File: config.mk
export PLATFORM = sky130hd
export DESIGN_NAME = afct_row
export DESIGN_NICKNAME = d
export VERILOG_FILES = /design/src/afct_pkg.sv /design/src/afct_cell.sv /design/src/afct_row.sv
export SDC_FILE = /design/constraint.sdc
export NUM_CORES = 2
export LEC_CHECK = 0
export BUFFER_PORTS_ARGS = -buffer_cell sky130_fd_sc_hd__buf_2
export CORE_MARGIN = 8
export CORE_UTILIZATION = 40
export CTS_BUF_LIST = sky130_fd_sc_hd__clkbuf_4 sky130_fd_sc_hd__clkbuf_8
export DETAILED_ROUTE_END_ITERATION = 10
export PLACE_DENSITY_LB_ADDON = 0.12
export SYNTH_ARGS = -nofsm -noshare
export SYNTH_HDL_FRONTEND = slang
export SYNTH_SLANG_ARGS = --single-unit
File: constraint.sdc
create_clock -name clk -period 5.1 [get_ports clk]
set_clock_uncertainty 0.2 [all_clocks]
set_input_delay 1.02 -clock clk [delete_from_list [all_inputs] [get_ports clk]]
set_output_delay 1.02 -clock clk [all_outputs]
set_load 0.01 [all_outputs]
File: src/afct_pkg.sv
// ----------------------------------------------------------------------------
// afct_pkg
// Shared constants and types for the aging fault code tables.
// ----------------------------------------------------------------------------
package afct_pkg;

	localparam int SLOTS_PER_TABLE = 15;
	localparam int NUM_TABLES      = 3;

	localparam int CODE_W     = 32;
	localparam int TIMER_W    = 8;
	localparam int TAB_W      = 2;
	localparam int SLOT_IDX_W = 4;
	localparam int COUNT_W    = 5;

	localparam logic [TIMER_W-1:0] HOLD_RESET = TIMER_W'(12);

	typedef logic [CODE_W-1:0]  code_t;
	typedef logic [TIMER_W-1:0] timer_t;

	typedef struct packed {
		code_t  code;
		timer_t timer;
	} slot_t;

	typedef enum logic [1:0] {
		CELL_HOLD,
		CELL_SHIFT,
		CELL_COLLAPSE,
		CELL_INSERT
	} cell_op_t;

	typedef struct packed {
		cell_op_t op;
		logic     wrap;
		logic     dec;
	} row_ctl_t;

endpackage

File: src/afct_cell.sv
// ----------------------------------------------------------------------------
// afct_cell
// One table slot: holds a code and a hold timer, shifts from its right
// neighbor, collapses over holes and takes part in the insert search.
// ----------------------------------------------------------------------------
module afct_cell import afct_pkg::*; (
	input  logic     clk,
	input  logic     arst_n,
	input  cell_op_t op,
	input  slot_t    nxt,
	input  logic     hole_in,
	input  logic     found_in,
	input  logic     prev_live,
	input  code_t    new_code,
	input  timer_t   hold,
	output slot_t    cur,
	output logic     live,
	output logic     hole_out,
	output logic     found_out
);

	slot_t slot_q;
	logic  match;

	assign cur       = slot_q;
	assign live      = (slot_q.timer != '0);
	assign match     = live && (slot_q.code == new_code);
	assign hole_out  = hole_in || !live;
	assign found_out = found_in || match;

	always_ff @(posedge clk or negedge arst_n) begin
		if (!arst_n) begin
			slot_q <= '0;
		end else begin
			unique case (op)
				CELL_HOLD: begin
				end
				CELL_SHIFT: begin
					slot_q <= nxt;
				end
				CELL_COLLAPSE: begin
					if (hole_out) begin
						slot_q <= nxt;
					end
				end
				CELL_INSERT: begin
					if (!found_in) begin
						if (match) begin
							slot_q.timer <= hold;
						end else if (!live && prev_live) begin
							slot_q.code  <= new_code;
							slot_q.timer <= hold;
						end
					end
				end
				default: begin
				end
			endcase
		end
	end

endmodule

File: src/afct_row.sv
// ----------------------------------------------------------------------------
// afct_row
// One fault table as a chain of slot cells; the head cell is slot zero.
// ----------------------------------------------------------------------------
module afct_row import afct_pkg::*; (
	input  logic     clk,
	input  logic     arst_n,
	input  row_ctl_t ctl,
	input  code_t    new_code,
	input  timer_t   hold,
	output slot_t    head,
	output logic     head_live
);

	slot_t cur   [SLOTS_PER_TABLE];
	slot_t nxt   [SLOTS_PER_TABLE];
	logic  live  [SLOTS_PER_TABLE];
	logic  hole  [SLOTS_PER_TABLE+1];
	logic  found [SLOTS_PER_TABLE+1];
	slot_t wrap_slot;

	assign head      = cur[0];
	assign head_live = live[0];
	assign hole[0]   = 1'b0;
	assign found[0]  = 1'b0;

	// tail input: free slot on collapse, head (aged on emit) on rotate
	always_comb begin
		wrap_slot = '0;
		if (ctl.wrap) begin
			wrap_slot = cur[0];
			if (ctl.dec && live[0]) begin
				wrap_slot.timer = cur[0].timer - TIMER_W'(1);
			end
		end
	end

	for (genvar i = 0; i < SLOTS_PER_TABLE; i++) begin : g_cell
		logic prev_live;

		if (i == SLOTS_PER_TABLE - 1) begin : g_tail
			assign nxt[i] = wrap_slot;
		end else begin : g_body
			assign nxt[i] = cur[i+1];
		end

		if (i == 0) begin : g_first
			assign prev_live = 1'b1;
		end else begin : g_rest
			assign prev_live = live[i-1];
		end

		afct_cell u_cell (
			.clk       (clk),
			.arst_n    (arst_n),
			.op        (ctl.op),
			.nxt       (nxt[i]),
			.hole_in   (hole[i]),
			.found_in  (found[i]),
			.prev_live (prev_live),
			.new_code  (new_code),
			.hold      (hold),
			.cur       (cur[i]),
			.live      (live[i]),
			.hole_out  (hole[i+1]),
			.found_out (found[i+1])
		);
	end

endmodule

Word level (Yosys, flattened, before mapping)
Cells that the tools add are included.
{ "word_totals": {"in_bits": 46, "output_inout_bits": 41, "elab_cells": 331, "reg_bits": 600} }
{ "op_classes": {"add_sub_neg": 1, "eq_ne": 91, "reduce_logical": 118, "muxes": 91} }
{ "ops": {"columns": ["operator", "n"], "rows": [
  ["$mux 40", 45],
  ["$pmux 40 s3", 15],
  ["$eq 32x32->1", 15],
  ["$mux 32", 15],
  ["$mux 8", 16],
  ["$reduce_bool 8->1", 15],
  ["$reduce_and 5->1", 14],
  ["$ne 2x2->1 const B", 30],
  ["$reduce_and 4->1", 15],
  ["$ne 2x1->1 const B", 28],
  ["$ne 3x1->1 const B", 14],
  ["$logic_and 1x1->1", 30],
  ["$logic_or 1x1->1", 27],
  ["$logic_not 1->1", 15],
  ["$sub 8x1->8 const B", 1],
  ["$eq 2x2->1 const B", 2],
  ["$ne 3x2->1 const B", 1],
  ["$reduce_and 3->1", 1],
  ["$reduce_bool 3->1", 1],
  ["$eq 2x1->1 const B", 1]
]} }

Depth between registers and ports, before layout
{ "depth": {"ltp_word": 18, "depth_mapped": 14} }

Cells and area by module
From an unflattened synthesis, not the netlist that was laid out.
{ "hier_totals": {"hier_cells": 3487, "area_unflattened_um2": 35968.2} }
{ "modules_own_cells": {"columns": ["module", "instances", "cells_each", "seq_area_each_um2", "area_per_inst_um2"], "rows": [
  ["afct_cell (g_cell[10].u_cell ...)", 14, 222, 1001.0, 2354.8],
  ["afct_cell (g_cell[0].u_cell)", 1, 309, 1001.0, 2577.5],
  ["afct_row", 1, 70, 0.0, 424.2]
]} }

Least setup slack after synthesis
OpenSTA, ideal clock, no wires.
{ "synth_timing": {"path_type": "input to register", "from": "input port new_code[20]", "to": "register g_cell[13].u_cell.slot_q (netlist bit g_cell[13].u_cell.cur[10])", "setup_slack_ns": 0.972, "setup_ns": 0.079, "arrival_ns": 3.848, "path_buffers": 3, "t_required_ns": 4.821, "path_stages": 12, "cell_sequence": "buf_4 > buf_6 > xnor2_1 > nand4_1 > nor2_1 > and4_4 > or4bb_1 > or4_4 > or3b_4 > a21oi_4 > buf_12 > mux2i_1"} }
{ "synth_via": {"elab_chain_cells": 16, "elab_cells_between_ends": 43, "cone_classes": "eq/ne (16); reduce/logical (27)"} }
{ "synth_lines": {"columns": ["element", "line_no", "source"], "rows": [
  ["start: declaration", "afct_row.sv:9", "input code_t new_code,"],
  ["$eq 32x32->1", "afct_cell.sv:27", "assign match = live && (slot_q.code == new_code);"],
  ["$logic_and 1x1->1", "afct_cell.sv:27", null],
  ["$logic_or 1x1->1 (12 in series)", "afct_cell.sv:29", "assign found_out = found_in || match;"],
  ["$ne 2x2->1 (no line)", null, null],
  ["$reduce_and 5->1 (no line) (*)", null, null],
  ["end signal: assignment", "afct_cell.sv:39", "slot_q <= nxt;"],
  ["end signal: assignment", "afct_cell.sv:43", "slot_q <= nxt;"],
  ["end: declaration", "afct_cell.sv:22", "slot_t slot_q;"]
]} }
Mark *: on every way between the ends. The rest lies on a longest branch, timed or not.
A chain may end at the register's enable or synchronous reset.

Worst setup path in the final report
{ "layout_timing": {"from": "input port new_code[20]", "to": "register g_cell[13].u_cell.slot_q (netlist bit g_cell[13].u_cell.cur[15])"} }
The elaborated chain is that of the path after synthesis.

==> impl_metrics.ini <==
[yosys]
yosys_register_bits = 600
post-synth-top-area-cell = sky130_fd_sc_hd__dfrtp_1
ys_types = 69
mapped_avg_cell_area_um2 = 9.08
synth.net_count = 3769
syn-instance-count = 3722
yosys.area.top_type_share = 0.444
yosys_warnings = 0
ys_async_sr_fraction = 1.00
synth_sequential_area_ratio = 0.444
ys.flop_type = sky130_fd_sc_hd__dfrtp_1
ys_top_cells_by_area = sky130_fd_sc_hd__dfrtp_1, sky130_fd_sc_hd__a21oi_1, sky130_fd_sc_hd__xor2_1
area_of_the_mapped_netlist_um2 = 33800
synth-edff-count = 0

[floorplanning]
start_util = 0.404
die_width_um = 307
top_level_ports = 87
floorplan_die_area_um2 = 94000
die_y_um = 307
area_of_the_core_um2 = 83700
std_cell_rows = 106

[power]
total_power_mw = 22.4
ir_drop_v = 0.000295
p_per_area_nw_per_um2 = 594
total_leakage_power_nw = 16.5

[global_route]
globalRouteOverflowTotal = 0
grt_start_max_net_pins = 111
antenna_violations_before_repair = 3
globalRouteTotalUtil = 0.281
vias_in_the_first_global_route = 28100
grt_first_pass_wirelength_um = 199000

[clocking]
clock-sinks = 600
postCtsResizedCells = 0
clock_path_buffers = 3
number_of_buffers_inserted_during_clock_tree_synthesis = 107
hold_buf_count_cts = 0
clk-insertion-delay-late_ps = 760
root_buffer = sky130_fd_sc_hd__clkbuf_8
cts_tree = done
clk_pin_slew_ps = 60
post-cts-setup-buffer-count = 0
cts.htree.levels = 3

[timing]
timing.final.hold_violations = 0
rsz0062_at_grt = no
totalNegativeSetupSlack_ps = 0
final-max-slew-violation-count = 0
worstMarginPinSlew_ps = 1120
fin_crit_ps = 4390
fmax_ghz = 0.228
endpoints_failing_setup = 0
max-slew-margin-rel = 0.251
final.period_utilization = 0.861

[finish]
layout_commonest_cell = sky130_fd_sc_hd__a21oi_1
fillerInstances = 8297
flow.area_growth_from_synthesis_pct = 11.5
final_net_count = 3750
share_of_final_layout_standard_cells_stronger_than_drive_strength_1 = 0.126
mostFrequentLayoutCells = sky130_fd_sc_hd__a21oi_1, sky130_fd_sc_hd__dfrtp_1, sky130_fd_sc_hd__nand2_1
finished_layout_cells = 4918
flip_flop_count_of_the_largest_register_all_copies_and_words_added = 600

[routing]
drt_iter0_drc = 2866
wl_per_cell_um = 27.6
finalWirelength_um = 136000
antenna_violating_nets_remaining = 0
vias = 28600
via_per_inst = 5.81
drt_pre_antenna_iters = 6
drc_errors = 0

[min_path]
worstHoldPathType = input port to asynchronous set/reset pin

[worst_setup_path]
setup.worst_path.end_class = flop
timing.rr.end = g_cell[13].u_cell.cur[15]
critical_path_arrival_ps = 4840
regToRegSetupSlack_ps = 960
crit_type = input port to flop
max_fanout_on_critical_path = 24
cp-start-kind = input port
timing.rr.start = g_cell[0].u_cell.cur[28]
timing.critical_path.required_ps = 5550
worstRegToRegCells = 10

[run_status]
status = complete, no violations

[run]
timing.max_cap.violations = 0

[placement]
number_of_cells_after_detailed_placement = 4728
routabilityCongestion = 0.943
detailedPlacementHpwl_um = 97700
io_buffers = 86
[synthesized netlist by cell type, types with 3 or more instances]
cell type,count
sky130_fd_sc_hd__a221oi_1,34
sky130_fd_sc_hd__buf_2,12
sky130_fd_sc_hd__nand4_1,74
sky130_fd_sc_hd__xor2_1,264
sky130_fd_sc_hd__a21oi_1,611
sky130_fd_sc_hd__and3_1,43
sky130_fd_sc_hd__mux2i_1,179
sky130_fd_sc_hd__mux2_2,7
sky130_fd_sc_hd__a21oi_2,3
sky130_fd_sc_hd__and2_1,8
sky130_fd_sc_hd__nor3_1,27
sky130_fd_sc_hd__inv_1,153
sky130_fd_sc_hd__nor3b_1,3
sky130_fd_sc_hd__buf_12,3
sky130_fd_sc_hd__o221ai_1,32
sky130_fd_sc_hd__o22ai_1,35
sky130_fd_sc_hd__nor2_1,160
sky130_fd_sc_hd__a22o_1,32
sky130_fd_sc_hd__nand2b_1,6
sky130_fd_sc_hd__o21a_1,3
sky130_fd_sc_hd__clkbuf_1,247
sky130_fd_sc_hd__o21ai_0,234
sky130_fd_sc_hd__nand2_1,348
sky130_fd_sc_hd__xnor2_1,218
sky130_fd_sc_hd__a21o_1,37
sky130_fd_sc_hd__dfrtp_1,600
sky130_fd_sc_hd__a221o_1,3
sky130_fd_sc_hd__a31oi_1,13
sky130_fd_sc_hd__nand3_1,21
sky130_fd_sc_hd__buf_1,10
sky130_fd_sc_hd__nor4_1,108
sky130_fd_sc_hd__a2bb2oi_1,37
sky130_fd_sc_hd__a211oi_1,7
sky130_fd_sc_hd__buf_4,102
[through the flow]
| stage | worst slack [ps] | instance area, um2 | hold WS [ps] | util |
|---|---|---|---|---|
| finish | 710 | 37700 | 144 | 0.450 |
| global route | 737 | 37700 | 174 | 0.450 |
| CTS | 819 | 37700 | 127 | 0.450 |
| detailed placement | 12.8 | 35400 | 300 | 0.424 |
| global placement | 73.0 | 35400 | 295 | 0.424 |
| floorplan | 972 | 33800 | 264 | - |
[critical path: stages]
cell                      delay [ps]
sky130_fd_sc_hd__buf_2           370
sky130_fd_sc_hd__buf_4           210
sky130_fd_sc_hd__xor2_1          330
sky130_fd_sc_hd__nor4_1          160
sky130_fd_sc_hd__nand4_1         320
sky130_fd_sc_hd__nor3_2          110
sky130_fd_sc_hd__or4b_1          560
sky130_fd_sc_hd__or4_4           610
sky130_fd_sc_hd__or3b_4          410
sky130_fd_sc_hd__a21oi_4         190
sky130_fd_sc_hd__buf_12          230
sky130_fd_sc_hd__mux2i_1         250
[final cells by class]
| type | count | area [um2] | share of cell area |
|---|---|---|---|
| diodes | 1 | 2.50 | 0.0000664 |
| clock buffers | 178 | 2100 | 0.0558 |
| clock inverters | 11 | 114 | 0.00302 |
| inverters | 153 | 574 | 0.0153 |
| multi-input cells | 2593 | 16400 | 0.437 |
| flip-flops and latches | 600 | 15000 | 0.399 |
| well taps | 1134 | 1420 | 0.0377 |
| repair buffers | 248 | 2000 | 0.0530 |
[report_power, final]
group / internal (mW) / switching [mW] / leakage (nW)
clock network: 2.63 / 2.16 / 1.19
logic: 3.30 / 4.51 / 7.96
registers: 6.93 / 2.83 / 7.38
total: 12.9 / 9.50 / 16.5
[logic make-up (layout without fill, tap and decap cells)]
logic type	count (synthesis)	after routing	synth area share
muxes	188	188	0.0560
other	0	1	0
xor gates and xnor gates	482	482	0.125
adders and majority gates	1	1	0.000370
and+or+nand+nor	823	823	0.116
buffers and inverters	529	590	0.0724
AOI/OAI and AO/OA	1099	1099	0.186
DFF	600	600	0.444
[layer usage]
metal,part of all wire,track usage,up-vias
met5,0,0,-
met4,0.031,0.0868,0
met3,0.074,0.0526,237
met2,0.46,0.445,1094
met1,0.44,0.390,14400
li1,-,-,12800
[worst max path at each step]
stage / from / endpoint / slack, ps / depth (start not counted)
final: new_code[20] / g_cell[13].u_cell.cur[15] / 710 / 12
after global routing: new_code[20] / g_cell[13].u_cell.cur[24] / 740 / 12
after CTS: new_code[20] / g_cell[13].u_cell.cur[15] / 820 / 12
after detailed placement: new_code[20] / g_cell[13].u_cell.cur[22] / 10 / 12
after global placement: new_code[20] / g_cell[13].u_cell.cur[20] / 70 / 12
after floorplan: new_code[20] / g_cell[13].u_cell.cur[10] / 970 / 12
No activity file was read; power rests on OpenSTA's default activity.
